**src/rtl/core/pwm_voice_allocator_assert.svh**
```systemverilog
// Assertion macros for the voice allocator.
`ifndef PWM_VOICE_ALLOCATOR_ASSERT_SVH
`define PWM_VOICE_ALLOCATOR_ASSERT_SVH

`ifndef SYNTHESIS

// Same-cycle implication, checked outside reset.
`define PVA_ASSERT_IMPLY(lbl, clk, rstn, ante, cons) \
  lbl: assert property (@(posedge clk) disable iff (!rstn) (ante) |-> (cons)) \
    else $error("pwm voice allocator: assertion failed");

// Next-cycle implication, checked outside reset.
`define PVA_ASSERT_NEXT(lbl, clk, rstn, ante, cons) \
  lbl: assert property (@(posedge clk) disable iff (!rstn) (ante) |=> (cons)) \
    else $error("pwm voice allocator: assertion failed");

`else

`define PVA_ASSERT_IMPLY(lbl, clk, rstn, ante, cons)
`define PVA_ASSERT_NEXT(lbl, clk, rstn, ante, cons)

`endif

`endif

```
**src/rtl/core/pva_pkg.sv**
```systemverilog
package pva_pkg;

  localparam int NumVoices = 4;

  // Period divider: 1000000 fits in 20 bits, one quotient bit per cycle.
  localparam int DivBits = 20;
  localparam int DivCntW = $clog2(DivBits);
  localparam logic [DivBits-1:0] TickRate = 20'd1000000;

  localparam int TopW = 16;
  localparam int DutyW = 7;
  localparam logic [DutyW-1:0] DutyFull = 7'd100;
  localparam int ProdW = TopW + DutyW;

  // floor(x / 100) as (x * ceil(2^30 / 100)) >> 30, exact for x below 2^23.
  localparam int RecipW = 24;
  localparam int RecipShift = 30;
  localparam logic [RecipW-1:0] RecipMul = 24'd10737419;
  localparam int ScaleW = ProdW + RecipW;

  typedef enum logic {
    OpStart = 1'b0,
    OpStop  = 1'b1
  } op_e;

  typedef enum logic [2:0] {
    StIdle,
    StSearch,
    StDivide,
    StMult,
    StScale,
    StCommit
  } state_e;

  typedef struct packed {
    logic load_req;
    logic search;
    logic div_step;
    logic mul;
    logic scale;
    logic commit;
  } cmd_t;

  typedef struct packed {
    logic go_divide;
  } sts_t;

endpackage

```
**src/rtl/core/pva_req_if.sv**
```systemverilog
interface pva_req_if;
  logic        valid;
  logic        ready;
  logic        opcode;
  logic [15:0] pitch_hz;
  logic [7:0]  duty_percent;

  modport source (output valid, output opcode, output pitch_hz, output duty_percent,
                  input ready);
  modport sink (input valid, input opcode, input pitch_hz, input duty_percent,
                output ready);
endinterface

```
**src/rtl/core/pva_rsp_if.sv**
```systemverilog
interface pva_rsp_if;
  logic        valid;
  logic        ready;
  logic        accepted;
  logic [1:0]  voice;
  logic [15:0] period_top;
  logic [15:0] compare_value;
  logic        run;

  modport source (output valid, output accepted, output voice, output period_top,
                  output compare_value, output run, input ready);
  modport sink (input valid, input accepted, input voice, input period_top,
                input compare_value, input run, output ready);
endinterface

```
**src/rtl/core/pva_ctrl.sv**
```systemverilog
module pva_ctrl (
  input  logic          clk_i,
  input  logic          rst_ni,
  input  logic          in_valid_i,
  output logic          in_ready_o,
  output logic          out_valid_o,
  input  logic          out_ready_i,
  input  pva_pkg::sts_t sts_i,
  output pva_pkg::cmd_t cmd_o
);

  localparam logic [pva_pkg::DivCntW-1:0] DivLast = pva_pkg::DivCntW'(pva_pkg::DivBits - 1);

  pva_pkg::state_e state_q, state_d;
  logic [pva_pkg::DivCntW-1:0] div_cnt_q, div_cnt_d;
  logic out_valid_q, out_valid_d;

  always_ff @(posedge clk_i or negedge rst_ni) begin
    if (!rst_ni) begin
      state_q     <= pva_pkg::StIdle;
      div_cnt_q   <= '0;
      out_valid_q <= 1'b0;
    end else begin
      state_q     <= state_d;
      div_cnt_q   <= div_cnt_d;
      out_valid_q <= out_valid_d;
    end
  end

  always_comb begin
    state_d     = state_q;
    div_cnt_d   = div_cnt_q;
    out_valid_d = out_valid_q && !out_ready_i;
    in_ready_o  = 1'b0;
    cmd_o       = '0;
    unique case (state_q)
      pva_pkg::StIdle: begin
        in_ready_o = 1'b1;
        if (in_valid_i) begin
          cmd_o.load_req = 1'b1;
          state_d        = pva_pkg::StSearch;
        end
      end
      pva_pkg::StSearch: begin
        cmd_o.search = 1'b1;
        div_cnt_d    = '0;
        state_d      = sts_i.go_divide ? pva_pkg::StDivide : pva_pkg::StCommit;
      end
      pva_pkg::StDivide: begin
        cmd_o.div_step = 1'b1;
        div_cnt_d      = div_cnt_q + 1'b1;
        if (div_cnt_q == DivLast) state_d = pva_pkg::StMult;
      end
      pva_pkg::StMult: begin
        cmd_o.mul = 1'b1;
        state_d   = pva_pkg::StScale;
      end
      pva_pkg::StScale: begin
        cmd_o.scale = 1'b1;
        state_d     = pva_pkg::StCommit;
      end
      pva_pkg::StCommit: begin
        // hold until the output register is free or being drained
        if (!out_valid_q || out_ready_i) begin
          cmd_o.commit = 1'b1;
          out_valid_d  = 1'b1;
          state_d      = pva_pkg::StIdle;
        end
      end
      default: state_d = pva_pkg::StIdle;
    endcase
  end

  assign out_valid_o = out_valid_q;

endmodule

```
**src/rtl/core/pva_dp.sv**
```systemverilog
module pva_dp #(
  parameter int NUM_VOICES = pva_pkg::NumVoices
) (
  input  logic          clk_i,
  input  logic          rst_ni,
  input  logic          opcode_i,
  input  logic [15:0]   pitch_hz_i,
  input  logic [7:0]    duty_percent_i,
  input  pva_pkg::cmd_t cmd_i,
  output pva_pkg::sts_t sts_o,
  output logic          accepted_o,
  output logic [1:0]    voice_o,
  output logic [15:0]   period_top_o,
  output logic [15:0]   compare_value_o,
  output logic          run_o
);

  localparam int IdxW = (NUM_VOICES > 1) ? $clog2(NUM_VOICES) : 1;
  localparam int DivBits = pva_pkg::DivBits;
  localparam int TopW = pva_pkg::TopW;

  pva_pkg::op_e op_q;
  logic [15:0] hz_q;
  logic [pva_pkg::DutyW-1:0] duty_q;

  logic [NUM_VOICES-1:0] busy_q;
  logic [15:0] pitch_q [NUM_VOICES];

  logic found_q;
  logic [IdxW-1:0] idx_q;
  logic [15:0] rem_q;
  logic [DivBits-1:0] quo_q;
  logic [pva_pkg::ProdW-1:0] prod_q;
  logic [15:0] cmp_q;

  logic [NUM_VOICES-1:0] match;
  logic found_c;
  logic [IdxW-1:0] idx_c;
  logic [16:0] shifted;
  logic [16:0] diff;
  logic ge;
  logic [TopW-1:0] top_c;
  logic [pva_pkg::ScaleW-1:0] scaled;
  logic start_ok;

  always_comb begin
    for (int v = 0; v < NUM_VOICES; v++) begin
      match[v] = (op_q == pva_pkg::OpStart) ? !busy_q[v] : (busy_q[v] && pitch_q[v] == hz_q);
    end
  end

  // lowest index wins
  always_comb begin
    found_c = 1'b0;
    idx_c   = '0;
    for (int v = NUM_VOICES - 1; v >= 0; v--) begin
      if (match[v]) begin
        found_c = 1'b1;
        idx_c   = IdxW'(v);
      end
    end
  end

  assign sts_o.go_divide = found_c && (hz_q != '0) && (op_q == pva_pkg::OpStart);

  // restoring division step
  assign shifted = {rem_q, quo_q[DivBits-1]};
  assign diff    = shifted - {1'b0, hz_q};
  assign ge      = (shifted >= {1'b0, hz_q});

  assign top_c  = (|quo_q[DivBits-1:TopW]) ? {TopW{1'b1}} : quo_q[TopW-1:0];
  assign scaled = {{pva_pkg::RecipW{1'b0}}, prod_q} *
                  {{pva_pkg::ProdW{1'b0}}, pva_pkg::RecipMul};
  assign start_ok = found_q && (op_q == pva_pkg::OpStart);

  always_ff @(posedge clk_i or negedge rst_ni) begin
    if (!rst_ni) begin
      busy_q <= '0;
    end else if (cmd_i.commit && found_q) begin
      busy_q[idx_q] <= (op_q == pva_pkg::OpStart);
    end
  end

  always_ff @(posedge clk_i) begin
    if (cmd_i.load_req) begin
      op_q   <= pva_pkg::op_e'(opcode_i);
      hz_q   <= pitch_hz_i;
      duty_q <= (duty_percent_i > {1'b0, pva_pkg::DutyFull}) ? pva_pkg::DutyFull
                                                            : duty_percent_i[pva_pkg::DutyW-1:0];
    end
    if (cmd_i.search) begin
      found_q <= found_c && (hz_q != '0);
      idx_q   <= idx_c;
      rem_q   <= '0;
      quo_q   <= pva_pkg::TickRate;
    end
    if (cmd_i.div_step) begin
      rem_q <= ge ? diff[15:0] : shifted[15:0];
      quo_q <= {quo_q[DivBits-2:0], ge};
    end
    if (cmd_i.mul) begin
      prod_q <= {{pva_pkg::DutyW{1'b0}}, top_c} * {{TopW{1'b0}}, duty_q};
    end
    if (cmd_i.scale) begin
      cmp_q <= scaled[pva_pkg::RecipShift +: 16];
    end
    if (cmd_i.commit) begin
      accepted_o      <= found_q;
      voice_o         <= found_q ? 2'(idx_q) : 2'b00;
      period_top_o    <= start_ok ? top_c : '0;
      compare_value_o <= start_ok ? cmp_q : '0;
      run_o           <= start_ok;
      if (found_q) begin
        pitch_q[idx_q] <= start_ok ? hz_q : '0;
      end
    end
  end

endmodule

```
**src/rtl/core/pwm_voice_allocator.sv**
```systemverilog
// Tone voice allocator for a bank of NUM_VOICES PWM voices.
// req_i carries one word per note event: opcode (start or stop), pitch_hz and
// duty_percent. rsp_o returns exactly one word per request: accepted, voice,
// period_top, compare_value and run.
// A start takes the lowest free voice and returns the counter top,
// 1000000 / pitch_hz saturated to 65535, and the compare value,
// floor(top * min(duty, 100) / 100). A stop frees the lowest busy voice
// holding the same pitch. Zero pitch, no free voice or no match give
// accepted 0 with all other fields 0.
// A start with a free voice passes through search, the bit-serial period
// divider, a multiply, a reciprocal scale and commit; other requests go
// through search and commit only. req_i.ready is high only when idle, which
// is the cycle after commit, so a new request is taken only once the last
// has committed. The response sits in an output register, so a new request
// is taken while the previous word waits; a stalled receiver holds the
// finished result of the next request until the register drains.
// Reset frees every voice and empties the output register.
`include "pwm_voice_allocator_assert.svh"

module pwm_voice_allocator #(
  parameter int NUM_VOICES = pva_pkg::NumVoices
) (
  input  logic      clk_i,
  input  logic      rst_ni,
  pva_req_if.sink   req_i,
  pva_rsp_if.source rsp_o
);

  pva_pkg::cmd_t cmd;
  pva_pkg::sts_t sts;

  pva_ctrl u_ctrl (
    .clk_i       (clk_i),
    .rst_ni      (rst_ni),
    .in_valid_i  (req_i.valid),
    .in_ready_o  (req_i.ready),
    .out_valid_o (rsp_o.valid),
    .out_ready_i (rsp_o.ready),
    .sts_i       (sts),
    .cmd_o       (cmd)
  );

  pva_dp #(
    .NUM_VOICES (NUM_VOICES)
  ) u_dp (
    .clk_i           (clk_i),
    .rst_ni          (rst_ni),
    .opcode_i        (req_i.opcode),
    .pitch_hz_i      (req_i.pitch_hz),
    .duty_percent_i  (req_i.duty_percent),
    .cmd_i           (cmd),
    .sts_o           (sts),
    .accepted_o      (rsp_o.accepted),
    .voice_o         (rsp_o.voice),
    .period_top_o    (rsp_o.period_top),
    .compare_value_o (rsp_o.compare_value),
    .run_o           (rsp_o.run)
  );

  `PVA_ASSERT_IMPLY(a_no_overwrite, clk_i, rst_ni, cmd.commit, !rsp_o.valid || rsp_o.ready)
  `PVA_ASSERT_NEXT(a_one_in_flight, clk_i, rst_ni, req_i.valid && req_i.ready, !req_i.ready)
  `PVA_ASSERT_IMPLY(a_reject_zero, clk_i, rst_ni, rsp_o.valid && !rsp_o.accepted,
    rsp_o.period_top == 16'd0 && rsp_o.compare_value == 16'd0 && !rsp_o.run)
  `PVA_ASSERT_IMPLY(a_cmp_le_top, clk_i, rst_ni, rsp_o.valid && rsp_o.run,
    rsp_o.compare_value <= rsp_o.period_top && rsp_o.period_top != 16'd0)

endmodule

```
**src/flat_wrapper.sv**
```systemverilog
// flat-port wrapper written by rule: the top's interface ports become plain ports
module pwm_voice_allocator_flat 
#(
  parameter int NUM_VOICES = pva_pkg::NumVoices
)
  (clk_i, rst_ni, req_i_valid, req_i_opcode, req_i_pitch_hz, req_i_duty_percent, req_i_ready, rsp_o_valid, rsp_o_accepted, rsp_o_voice, rsp_o_period_top, rsp_o_compare_value, rsp_o_run, rsp_o_ready);
  pva_req_if req_i_i ();
  pva_rsp_if rsp_o_i ();
  input  logic clk_i;
  input  logic rst_ni;
  input wire logic [$bits(req_i_i.valid)-1:0] req_i_valid;
  input wire logic [$bits(req_i_i.opcode)-1:0] req_i_opcode;
  input wire logic [$bits(req_i_i.pitch_hz)-1:0] req_i_pitch_hz;
  input wire logic [$bits(req_i_i.duty_percent)-1:0] req_i_duty_percent;
  output wire logic [$bits(req_i_i.ready)-1:0] req_i_ready;
  output wire logic [$bits(rsp_o_i.valid)-1:0] rsp_o_valid;
  output wire logic [$bits(rsp_o_i.accepted)-1:0] rsp_o_accepted;
  output wire logic [$bits(rsp_o_i.voice)-1:0] rsp_o_voice;
  output wire logic [$bits(rsp_o_i.period_top)-1:0] rsp_o_period_top;
  output wire logic [$bits(rsp_o_i.compare_value)-1:0] rsp_o_compare_value;
  output wire logic [$bits(rsp_o_i.run)-1:0] rsp_o_run;
  input wire logic [$bits(rsp_o_i.ready)-1:0] rsp_o_ready;
  assign req_i_i.valid = req_i_valid;
  assign req_i_i.opcode = req_i_opcode;
  assign req_i_i.pitch_hz = req_i_pitch_hz;
  assign req_i_i.duty_percent = req_i_duty_percent;
  assign req_i_ready = req_i_i.ready;
  assign rsp_o_valid = rsp_o_i.valid;
  assign rsp_o_accepted = rsp_o_i.accepted;
  assign rsp_o_voice = rsp_o_i.voice;
  assign rsp_o_period_top = rsp_o_i.period_top;
  assign rsp_o_compare_value = rsp_o_i.compare_value;
  assign rsp_o_run = rsp_o_i.run;
  assign rsp_o_i.ready = rsp_o_ready;
  pwm_voice_allocator #(.NUM_VOICES(NUM_VOICES)) u_core (.clk_i(clk_i), .rst_ni(rst_ni), .req_i(req_i_i), .rsp_o(rsp_o_i));
endmodule
```
**config.mk**
```make
export PLATFORM = sky130hd
export DESIGN_NAME = pwm_voice_allocator_flat
export DESIGN_NICKNAME = d
export VERILOG_FILES = /design/src/rtl/core/pva_pkg.sv /design/src/rtl/core/pva_req_if.sv /design/src/rtl/core/pva_rsp_if.sv /design/src/rtl/core/pva_ctrl.sv /design/src/rtl/core/pva_dp.sv /design/src/rtl/core/pwm_voice_allocator.sv /design/src/flat_wrapper.sv
export VERILOG_INCLUDE_DIRS = /design/src /design/src/rtl/core
export SDC_FILE = /design/constraint.sdc
export NUM_CORES = 1
export LEC_CHECK = 0
export BUFFER_PORTS_ARGS = -buffer_cell sky130_fd_sc_hd__buf_2
export CORE_AREA = 3 3 175 262
export DETAILED_ROUTE_END_ITERATION = 16
export DIE_AREA = 0 0 178 265
export PLACE_DENSITY_LB_ADDON = 0.05
export SYNTH_ARGS = -nofsm -noshare
export SYNTH_HDL_FRONTEND = slang
export SYNTH_SLANG_ARGS = --single-unit
```
**constraint.sdc**
```tcl
create_clock -name clk_i -period 18.5 [get_ports clk_i]
set_input_delay 3.7 -clock clk_i [delete_from_list [all_inputs] [get_ports clk_i]]
set_output_delay 3.7 -clock clk_i [all_outputs]
set_load 0.01 [all_outputs]
```
==> metrics.md, run 1 <==
| Metric | Value |
|---|---|
| Die height | 265 um |
| Synth area leaders | edfxtp_1 28%, fa_1 24%, ha_1 17% |
| I/O pin count | 67 |
| CTS tree | done |
| Warnings from Yosys | 0 |
| Top cells by count, synth | 430 x inv_1, 298 x ha_1, 264 x fa_1, 202 x edfxtp_1, 115 x nand2_1 |
| Vias post-DR | 13800 |
| Largest net degree at the start of global routing | 39 |
| Post-synth top flop | edfxtp_1 |
| Synth async-reset ratio | 6.05% |
| Layout cells sized above 1 | 7.53% |
| Antenna Nets Post-Route | 0 |
| Fmax | roughly 150 MHz |
| Startpoint Class | flip-flop |
| DP HPWL | 42500 um |
| Met2 Track Usage GR | around two fifths |
| R2R Path Start | u_core.u_dp.prod_q[3]$_DFFE_PN_ |
| Vias per std cell | 5.21 |
| Final cycle utilization of the critical path | 36.6% |
| CP required | 18780 ps |
| Die Width | approximately 180 um |
| Final core occ | a little over half |
| Area leader, netlist | edfxtp_1 |
| Core box area | 43900 um^2 |
| CTS Buf Count | 23 |
| FF+latch count, synth | 215 |
| Total Nets Final | 2646 |
| Met1 global-route usage | 26.5% |
| Slew @ Worst Pin | 1060 ps |
| Diode count | 0 |
| Total GRT Usage | between 20 and 25% |
| Clk_skew | 32.9 ps |
| Reg2Reg Depth | 21 |
| Initial Utilization | 49.7% |
| Max-cap violations | 0 |
| Setup CP Type | flip-flop to flip-flop |
| Syn Area/Cell | approximately 11 um^2 |
| Mapped cell area | ~22000 um^2 |
| Cts repair resizes | 0 |
| FP Rows | 94 |
| Status | finished, final reports clean |
| Routability cong. | 1.03 |
| Slew HR | 29.1% |
| Setup TNS | 0 ps |
| Worst skew pair latency | about 550 ps |
| Number of synthesized flops with an enable pin | 202 |
| Final Instance Area | 23500 um^2 |
| First-pass DRT Iterations | 5 |
| Hold WS | 518 ps |
| PortBufs | 66 |
| Gate count of the mapped netlist | 2005 |
| RSZ-0062 raised after global routing | false |
| Final wirelength | 51100 um |
| CP arrival | between 7000 and 8000 ps |
| CP Max Fanout | 8 |
| Buffers inserted by post-CTS timing repair | 0 |
| Hold_buf cts | 0 |
| Synth cell types | 68 |
| Synth top area share | 27.8% |
| Initial antenna violation count | 1 |
| Crit path to | u_core.u_dp.cmp_q[15]$_DFFE_PP_ |
| H-tree levels | 1 |
| Crit Reg-Reg Endpoint | u_core.u_dp.cmp_q[15]$_DFFE_PP_ |
| DR WL/cell | 19.3 um |
| Endpoints failing hold | 0 |
| Met3 Resource Use GR | 2.21% |
| Critical path endpoint category | flip-flop |
| CP startpoint | u_core.u_dp.prod_q[3]$_DFFE_PN_ |
| Clk pin slew, worst setup/hold paths | 60 ps |
| FF-to-FF setup slack | about 12000 ps |
| Synthesized net count | 2596 |
| Setup violators final | 0 |
| Clk sinks | 215 |
| Grt ovf | 0 |
| CTS max path bufs | 3 |
| DP Area | 22700 um^2 |
| Die ar. | 47200 um^2 |
| Post-route DRC | 0 |
| Area growth syn-to-layout | 7.75% |
| Post-route minimum period | a little under 7000 ps |
| Post-synthesis sequential area ratio | 29.3% |
| GRT busiest layer | met2 |
| Global-route wire length before repair | 81100 um |
| Min-Delay Path Class | flip-flop to flip-flop |
| Fin. max-slew vios | 0 |
| Vias in the first global route | 14900 |
| Initial DRC Count | 671 |
| Root buffer cell | clkbuf_16 |
| Most frequent cell after synthesis | inv_1 |
per-stage QoR:
stage / setup slack, ps / instances
final: 11720 / 2648
after global routing: 11450 / 2648
after CTS: 11730 / 2648
after detailed placement: 11710 / 2606
after global placement: 11830 / 2606
after floorplan: 10940 / 2005
per-layer routing:
| layer | share of wire [%] | wire length (um) | up-vias |
|---|---|---|---|
| met3 | 2.8 | 1440 | 108 |
| met4 | 5.8 | 2960 | 0 |
| li1 | - | - | 6589 |
| met1 | 39 | 20000 | 6863 |
| met5 | 0 | 0 | - |
| met2 | 52 | 26700 | 239 |
cell usage in the layout (no fill, tap or decap), types with 9 or more instances in the layout:
master | netlist | final
nor4_1 | 16 | 16
nor3_1 | 22 | 19
nor2_1 | 88 | 87
a21oi_1 | 46 | 46
xor2_1 | 70 | 70
o21ai_0 | 50 | 50
inv_1 | 430 | 430
fa_1 | 264 | 264
nor2b_1 | 26 | 26
nand3_1 | 20 | 20
or2_2 | 20 | 20
a21o_1 | 23 | 23
clkbuf_16 | 0 | 23
nand2_1 | 115 | 115
nand4_1 | 13 | 13
nand2b_1 | 16 | 16
ha_1 | 298 | 298
buf_4 | 0 | 9
dfrtp_1 | 13 | 13
buf_2 | 17 | 66
xnor2_1 | 42 | 42
and2_1 | 62 | 62
edfxtp_1 | 202 | 202
layout make-up:
class / instances / area (um^2)
clock inverters: 9 / 114
clock buffers: 33 / 633
repair buffers: 75 / 398
flip-flops and latches: 215 / 6390
fillers: 3960 / 20400
well taps: 576 / 721
multi-input cells: 1310 / 13600
inverters: 430 / 1610
logic make-up after synthesis:
group / after synthesis / share of synthesized area (%)
adder cells (fa/ha/maj): 562 / 41.4
buffers and inverters: 480 / 8.37
AND/OR/NAND/NOR: 425 / 9.78
flip-flops: 215 / 29.3
AO/OA/AOI/OAI: 198 / 6.01
XOR/XNOR: 112 / 4.50
multiplexers: 13 / 0.626
worst max-delay path: stages (launching register included):
cell,delay [ps]
edfxtp_1,550
fa_1,600
fa_1,520
inv_1,60
fa_1,530
inv_1,50
fa_1,480
fa_1,510
fa_1,500
inv_1,50
fa_1,470
inv_1,40
ha_1,310
a21o_1,170
a211o_1,280
a21oi_1,280
nand2_1,100
a311o_1,400
nand2_1,110
o21ai_1,140
nor4_1,280
a311oi_1,90
how the worst min path moves through the flow:
stage	start	to	cells after the start
2_1_floorplan	u_core.u_ctrl.div_cnt_q[0]$_DFFE_PN0P_	u_core.u_ctrl.div_cnt_q[0]$_DFFE_PN0P_	1
3_3_place_gp	u_core.u_dp.cmp_q[6]$_DFFE_PP_	u_core.u_dp.compare_value_o[6]$_SDFFCE_PN0P_	1
3_5_place_dp	u_core.u_dp.cmp_q[4]$_DFFE_PP_	u_core.u_dp.compare_value_o[4]$_SDFFCE_PN0P_	1
4_1_cts	u_core.u_dp.cmp_q[11]$_DFFE_PP_	u_core.u_dp.compare_value_o[11]$_SDFFCE_PN0P_	1
5_1_grt	u_core.u_dp.cmp_q[11]$_DFFE_PP_	u_core.u_dp.compare_value_o[11]$_SDFFCE_PN0P_	1
6_report	u_core.u_dp.cmp_q[11]$_DFFE_PP_	u_core.u_dp.compare_value_o[11]$_SDFFCE_PN0P_	1
flip-flops by register name, summed over array words and instances, names as in the netlist, 3 cells and up:
| name | cells |
|---|---|
| u_core.u_ctrl.state_q | 3 |
| u_core.u_dp.rem_q | 16 |
| u_core.u_dp.busy_q | 4 |
| u_core.u_dp.pitch_q | 64 |
| u_core.u_ctrl.div_cnt_q | 5 |
| u_core.u_dp.period_top_o | 16 |
| u_core.u_dp.cmp_q | 16 |
| u_core.u_dp.hz_q | 16 |
| u_core.u_dp.duty_q | 7 |
| u_core.u_dp.quo_q | 20 |
| u_core.u_dp.prod_q | 23 |
| u_core.u_dp.compare_value_o | 16 |
Power of run 1 is left out: the tool's default activity adds up to more than one toggle a clock period on the data nets, which glitch-free logic cannot reach.
==> run 2: changes to the inputs <==
clock period = 5.45 ns   (was 18.5 ns; I/O delays follow)
==> run 2 against run 1 <==
The run now ends with negative setup slack left. Cell count increased by 9.6%. Sequential share of layout area decreased by 2.7 points. Register-to-register slack got worse by 13000 ps. Critical endpoint unchanged. Highest routed layer unchanged.
==> metrics.md, run 2 (same netlist as run 1, synthesis figures left out) <==
| Metric | Value |
|---|---|
| Diode count | 0 (unchanged) |
| # placed instances | 2838 (+8.9%) |
| FF-to-FF setup slack | -820 ps (-12540 ps) |
| Total Nets Final | 2899 (+9.6%) |
| Worst skew pair latency | 570 ps (+20 ps) |
| Post-route DRC | 0 (unchanged) |
| Root buffer cell | clkbuf_16 |
| Clk pin slew, worst setup/hold paths | 60 ps (about the same) |
| Total GRT Usage | 23.2% (+0.83 points) |
| Initial antenna violation count | 1 (unchanged) |
| CTS Buf Count | 24 (+4.3%) |
| Top reg by flops | u_core.u_dp.pitch_q |
| Final cycle utilization of the critical path | 115% (+78 points) |
| CP max stage cell | fa_2 |
| DR WL/cell | 18.1 um (-6.4%) |
| Crit Reg-Reg Endpoint | u_core.u_dp.cmp_q[15]$_DFFE_PP_ |
| Status | finished, violations left |
| Critical path endpoint category | flip-flop |
| DP HPWL | 44000 um (+3.4%) |
| CP Max Fanout | 4 (-4) |
| Largest net degree at the start of global routing | 37 (-5.1%) |
| Endpoints failing hold | 0 (unchanged) |
| CTS tree | done |
| Max-cap violations | 0 (unchanged) |
| Core box area | 43900 um^2 (unchanged) |
| CP arrival | 6560 ps (-490 ps) |
| Setup ws final | -819 ps (-12540 ps) |
| Vias post-DR | 14700 (+6.8%) |
| Vias per std cell | 5.08 (-2.5%) |
| Clk_skew | 30.5 ps (-2.35 ps) |
| Crit path buffers/inverters | 4 (unchanged) |
| Final non-filler cell total | 2902 (+9.6%) |
| PortBufs | 66 (unchanged) |
| Max reg flops | 64 (unchanged) |
| R2R Path Start | u_core.u_dp.prod_q[3]$_DFFE_PN_ |
| I/O pin count | 67 (unchanged) |
| CP required | 5740 ps (-13040 ps) |
| RSZ-0062 raised after global routing | true |
| Fmax | 160 MHz (+8.1%) |
| Clk sinks | 215 (unchanged) |
| Reg2Reg Depth | 21 (unchanged) |
| Die Width | 178 um (unchanged) |
| Routability cong. | 0.952 (-7.6%) |
| Setup CP Type | flip-flop to flip-flop |
| Min-Delay Path Class | input pin to async pin |
| Initial DRC Count | 567 (-15%) |
| Layout cells sized above 1 | 22.1% (+15 points) |
| Vias in the first global route | 16100 (+8.1%) |
| Dpl ws | -960 ps (-12670 ps) |
| Die ar. | 47200 um^2 (unchanged) |
| Crit path top cell by count | fa_1 |
| Largest stage delay on the critical path | 570 ps (-30 ps) |
| Post-route minimum period | 6270 ps (-506 ps) |
| Failing checks | negative setup slack |
| CP top delay family | adder cells |
| Global-route wire length before repair | 85200 um (+5.1%) |
| Biggest regs | u_core.u_dp.pitch_q (64), u_core.u_dp.prod_q (23), u_core.u_dp.quo_q (20) |
| CTS max path bufs | 3 (unchanged) |
| Initial Utilization | 49.7% (unchanged) |
| Fin. max-slew vios | 0 (unchanged) |
| Slew HR | 26.8% (-2.3 points) |
| Crit path cell chain | fa_2 > fa_1 > inv_1 > fa_1 > inv_1 > fa_1 > fa_2 > fa_1 > inv_1 > fa_1 > inv_2 > ha_4 > a21o_1 > a211o_1 > a21oi_2 > nand2_1 > a311o_1 > nand2_2 > o21ai_2 > nor4_2 > a311oi_2 |
| H-tree levels | 1 (unchanged) |
| Area growth syn-to-layout | 19.4% |
| FP Rows | 94 (unchanged) |
| Final wirelength | 52500 um (+2.6%) |
| First-pass DRT Iterations | 5 (unchanged) |
| Die height | 265 um (unchanged) |
| Startpoint Class | flip-flop |
| Setup violators final | 19 (+19) |
| Antenna Nets Post-Route | 0 (unchanged) |
| Leading cell type in the layout, fill and taps excluded | inv_1 |
| Slew @ Worst Pin | 1100 ps (+34.4 ps) |
| Most frequent cells in the layout | 413 x inv_1, 278 x ha_1, 256 x fa_1 |
| Grt ovf | 0 (unchanged) |
==> run 2: changes by cell type in the layout (fill, tap and decap cells not counted), sizes merged <==
cell / previous run / this run
buf: 75 / 327
clkinv: 6 / 12
clkbuf: 33 / 29
==> run 2: metal layers <==
layer / global-route usage, % / routed length [um] / vias up
met4: 9.24 / 2310 / 0
li1: - / - / 7098
met1: 27.4 / 20400 / 7327
met2: 43.1 / 28600 / 217
met3: 1.75 / 1160 / 96
met5: 0 / 0 / -
==> run 2: how the worst max path moves through the flow <==
stage / start / to / slack [ps] / cells after the start
detailed placement: u_core.u_dp.prod_q[3]$_DFFE_PN_ / u_core.u_dp.cmp_q[15]$_DFFE_PP_ / -960 / 21
finish: u_core.u_dp.prod_q[3]$_DFFE_PN_ / u_core.u_dp.cmp_q[15]$_DFFE_PP_ / -820 / 21
global route: u_core.u_dp.prod_q[5]$_DFFE_PN_ / u_core.u_dp.cmp_q[13]$_DFFE_PP_ / -980 / 24
CTS: u_core.u_dp.prod_q[2]$_DFFE_PN_ / u_core.u_dp.cmp_q[15]$_DFFE_PP_ / -830 / 21
floorplan: u_core.u_dp.prod_q[3]$_DFFE_PN_ / u_core.u_dp.cmp_q[8]$_DFFE_PP_ / -600 / 21
global placement: u_core.u_dp.prod_q[3]$_DFFE_PN_ / u_core.u_dp.cmp_q[13]$_DFFE_PP_ / -920 / 21
==> run 2: per-stage QoR <==
| stage | setup TNS [ps] | util [%] | instance area [um^2] | hold slack (ps) |
|---|---|---|---|---|
| after global placement | -11730 | 56.0 | 24600 | 503 |
| after detailed placement | -13230 | 56.0 | 24600 | 503 |
| after CTS | -9500 | 58.6 | 25700 | 396 |
| after global routing | -13800 | 59.3 | 26000 | 411 |
| after floorplan | -5920 | - | 21900 | 490 |
| final | -9480 | 59.3 | 26000 | 421 |
==> run 2: worst register-to-register path: cells and delay by family (launching register included) <==
| family | cells | cell delay, ps |
|---|---|---|
| AO/OA/AOI/OAI | 6 | 1090 |
| adder cells (fa/ha/maj) | 8 | 3730 |
| buffers and inverters | 4 | 210 |
| flip-flops | 1 | 490 |
| AND/OR/NAND/NOR | 3 | 490 |
==> run 2: cell type report <==
cell class / instances / area (um^2)
repair buffers: 327 / 2310
inverters: 430 / 1620
multi-input cells: 1310 / 14200
clock inverters: 15 / 156
clock buffers: 29 / 619
well taps: 576 / 721
fillers: 3766 / 17900
flip-flops and latches: 215 / 6390
==> run 2: timing repair <==
action,4_1_cts,5_1_grt
pin swaps,48,54
gates resized for setup,60,61
hold buffers,0,0
endpoints found under the setup margin,24,27
setup buffers,12,11
Power of run 2 is left out for the same reason.
==> run 3: changes to the inputs <==
ABC_AREA = 1   (was not set)
CORE_AREA = 3 3 180 270   (was 3 3 175 262)
DIE_AREA = 0 0 183 273   (was 0 0 178 265)
==> run 3 against run 2 <==
Maximum frequency is 8.8% higher. Via count is 19% higher. Critical endpoint unchanged. Cell count is 19% higher. Sequential cell count stayed put. The flow still finishes with violations (negative setup slack). Die area is 5.9% higher. Clock-buffer cell count is 1 lower. Area after synthesis is 6.3% higher. Sequential share of layout area is 1.4 points lower. Register-to-register slack better by 510 ps. Utilization is 0.092 points lower.
==> metrics.md, run 3 <==
| Metric | Value |
|---|---|
| Worst skew pair latency | 560 ps (about the same) |
| Leading cell type in the layout, fill and taps excluded | inv_1 |
| Routability cong. | 0.937 (-1.5%) |
| FF+latch count, synth | 215 (unchanged) |
| Clk_skew | 36.4 ps (+5.88 ps) |
| Most frequent cell after synthesis | inv_1 |
| Die Width | 183 um (+2.8%) |
| FF-to-FF setup slack | -310 ps (+510 ps) |
| Critical path endpoint category | flip-flop |
| Crit path buffers/inverters | 7 (+3) |
| Clk pin slew, worst setup/hold paths | 70 ps (about the same) |
| Adder-cell share of the synthesized area | 38.9% (-2.4 points) |
| Reg2Reg Depth | 22 (+4.8%) |
| Total Nets Final | 3427 (+18%) |
| Root buffer cell | clkbuf_16 |
| Setup violators final | 16 (-3) |
| First-pass DRT Iterations | 5 (unchanged) |
| Final cycle utilization of the critical path | 106% (-9.3 points) |
| Post-Synth Simple-Gate Area | 13.9% (+4.1 points) |
| Synth async-reset ratio | 6.05% (unchanged) |
| Largest net degree at the start of global routing | 39 (+5.4%) |
| Hold_buf cts | 0 (unchanged) |
| Vias in the first global route | 19200 (+19%) |
| Post-synth top flop | edfxtp_1 |
| Biggest regs | u_core.u_dp.pitch_q (64), u_core.u_dp.prod_q (23), u_core.u_dp.quo_q (20) |
| Mapped cell area | 23200 um^2 (+6.3%) |
| Layout cells sized above 1 | 19.8% (-2.2 points) |
| DR WL/cell | 19.0 um (+4.9%) |
| Synth cell types | 50 (-26%) |
| Post-Synth XOR/XNOR Area | 2.69% (-1.8 points) |
| Top reg by flops | u_core.u_dp.pitch_q |
| Largest family of logic cells by synthesized area | adder cells |
| Startpoint Class | flip-flop |
| Slew @ Worst Pin | 919 ps (-179 ps) |
| Initial DRC Count | 725 (+28%) |
| Largest stage delay on the critical path | 540 ps (-30 ps) |
| Mux cell area share after synthesis | 0% (-0.63 points) |
| CP max stage cell | fa_1 |
| Max reg flops | 64 (unchanged) |
| Endpoints failing hold | 0 (unchanged) |
| FP Rows | 97 (+3.2%) |
| Synth top area share | 26.2% (-1.6 points) |
| Synth area leaders | edfxtp_1 26%, fa_1 23%, ha_1 16% |
| Die height | 273 um (+3.0%) |
| RSZ-0062 raised after global routing | true |
| Compound-Gate Fraction of Synth Area | 5.99% (-0.019 points) |
| Min-Delay Path Class | input pin to async pin |
| Slew HR | 38.4% (+12 points) |
| Gate count of the mapped netlist | 2539 (+27%) |
| Post-route DRC | 0 (unchanged) |
| Syn Area/Cell | 9.12 um^2 (-16%) |
| Area growth syn-to-layout | 19.2% |
| Core box area | 46600 um^2 (+6.2%) |
| Status | finished, violations left |
| CTS max path bufs | 3 (unchanged) |
| Die ar. | 50000 um^2 (+5.9%) |
| Number of synthesized flops with an enable pin | 202 (unchanged) |
| Crit path top cell by count | inv_1 |
| Failing checks | negative setup slack |
| Antenna Nets Post-Route | 0 (unchanged) |
| Crit Reg-Reg Endpoint | u_core.u_dp.cmp_q[15]$_DFFE_PP_ |
| Grt ovf | 0 (unchanged) |
| PortBufs | 66 (unchanged) |
| CTS Buf Count | 23 (-4.2%) |
| Initial antenna violation count | 0 (-1) |
| R2R Path Start | u_core.u_dp.prod_q[6]$_DFFE_PN_ |
| Diode count | 0 (unchanged) |
| Dpl ws | -605 ps (+355 ps) |
| CP top delay family | adder cells |
| Vias per std cell | 5.07 (-0.12%) |
| Setup CP Type | flip-flop to flip-flop |
| Crit path cell chain | buf_4 > ha_4 > inv_1 > fa_1 > inv_1 > fa_1 > inv_1 > fa_1 > inv_1 > fa_2 > fa_1 > inv_1 > fa_1 > inv_1 > ha_4 > nand2_2 > o21ai_2 > a21oi_1 > nor2_1 > nor2_1 > o211ai_1 > xor2_1 |
| Final wirelength | 65400 um (+25%) |
| DP HPWL | 55500 um (+26%) |
| Initial Utilization | 49.7% (about the same) |
| Hold WS | 422 ps (+1.42 ps) |
| Max-cap violations | 0 (unchanged) |
| CP required | 5750 ps (about the same) |
| Synthesized net count | 3130 (+21%) |
| Area leader, netlist | edfxtp_1 |
| Critical Path Stages | 22 (+4.8%) |
| Post-synthesis sequential area ratio | 27.6% (-1.7 points) |
| CTS tree | done |
| Post-route minimum period | 5760 ps (-508 ps) |
| Total GRT Usage | 26.9% (+3.7 points) |
| Global-route wire length before repair | 104000 um (+22%) |
| CP arrival | 6060 ps (-500 ps) |
| Setup ws final | -311 ps (+508 ps) |
| Vias post-DR | 17500 (+19%) |
| Warnings from Yosys | 0 (unchanged) |
| Fin. max-slew vios | 0 (unchanged) |
| Top cells by count, synth | 620 x inv_1, 454 x nand2_1, 298 x ha_1, 264 x fa_1, 217 x nor2_1 |
| I/O pin count | 67 (unchanged) |
| Clk sinks | 215 (unchanged) |
| H-tree levels | 1 (unchanged) |
| Most frequent cells in the layout | 598 x inv_1, 427 x nand2_1, 265 x ha_1 |
| CP Max Fanout | 4 (unchanged) |
| Fmax | 174 MHz (+8.8%) |
## run 3: cell count changes in the layout (fill, tap and decap cells not counted), sizes merged, moves of 16 or more
cell | before | now
a21oi | 47 | 87
a31oi | 4 | 20
and2 | 62 | 0
buf | 327 | 306
inv | 431 | 628
nand2 | 116 | 458
nand2b | 16 | 0
nand3 | 21 | 41
nor2 | 89 | 230
nor2b | 26 | 0
o21ai | 55 | 94
xnor2 | 42 | 24
xor2 | 70 | 47
## run 3: layout make-up
| class | count | area (um^2) |
|---|---|---|
| flip-flops and latches | 215 | 6390 |
| well taps | 594 | 743 |
| multi-input cells | 1662 | 15200 |
| clock buffers | 28 | 594 |
| inverters | 628 | 2360 |
| repair buffers | 306 | 2150 |
| fillers | 4238 | 19000 |
| clock inverters | 13 | 133 |
## run 3: worst reg2reg max path: cells and delay by family (launching register included)
| family | cells | cell delay (ps) |
|---|---|---|
| compound gates | 3 | 630 |
| simple gates | 3 | 280 |
| buf+inv | 7 | 520 |
| fa+ha+maj | 8 | 3550 |
| flops | 1 | 450 |
| xor+xnor | 1 | 110 |
## run 3: per-stage QoR
stage	instance area, um^2	instances	utilization, %	TNS (ps)
final	27600	3446	59.2	-3070
after CTS	27200	3438	58.3	-3660
after floorplan	23200	2539	-	-46.3
after global routing	27600	3446	59.2	-5970
after global placement	25700	3379	55.2	-5890
after detailed placement	25700	3379	55.2	-6950
## run 3: worst max path at each step
stage / startpoint / end / slack (ps)
after global placement: u_core.u_dp.prod_q[5]$_DFFE_PN_ / u_core.u_dp.cmp_q[8]$_DFFE_PP_ / -560
after floorplan: u_core.u_dp.prod_q[6]$_DFFE_PN_ / u_core.u_dp.cmp_q[12]$_DFFE_PP_ / -20
after global routing: u_core.u_dp.prod_q[8]$_DFFE_PN_ / u_core.u_dp.cmp_q[15]$_DFFE_PP_ / -470
final: u_core.u_dp.prod_q[6]$_DFFE_PN_ / u_core.u_dp.cmp_q[15]$_DFFE_PP_ / -310
after CTS: u_core.u_dp.prod_q[6]$_DFFE_PN_ / u_core.u_dp.cmp_q[8]$_DFFE_PP_ / -310
after detailed placement: u_core.u_dp.prod_q[5]$_DFFE_PN_ / u_core.u_dp.cmp_q[8]$_DFFE_PP_ / -610
## run 3: cell families (layout without fill, tap and decap cells)
| group | after synthesis | count (layout) |
|---|---|---|
| adder cells (fa/ha/maj) | 562 | 562 |
| XOR/XNOR | 71 | 71 |
| AND/OR/NAND/NOR | 784 | 784 |
| flip-flops | 215 | 215 |
| buffers and inverters | 662 | 975 |
| AO/OA/AOI/OAI | 245 | 245 |
## run 3: routing by layer
metal  routed length, um  global-route usage [%]  part of all wire, %
met5                   0                       0                    0
met4                3920                    13.3                  6.0
met3                1310                    1.92                  2.0
met2               36100                    52.7                   55
met1               24000                    28.6                   37
## run 3: what timing repair did
item                                    in CTS  in global routing
endpoints found under the setup margin      16                 22
resized for setup                          127                100
endpoints found under the hold margin        0                  0
setup buffers                               19                  8
pin swaps                                   55                 45
Power of run 3 is left out for the same reason.
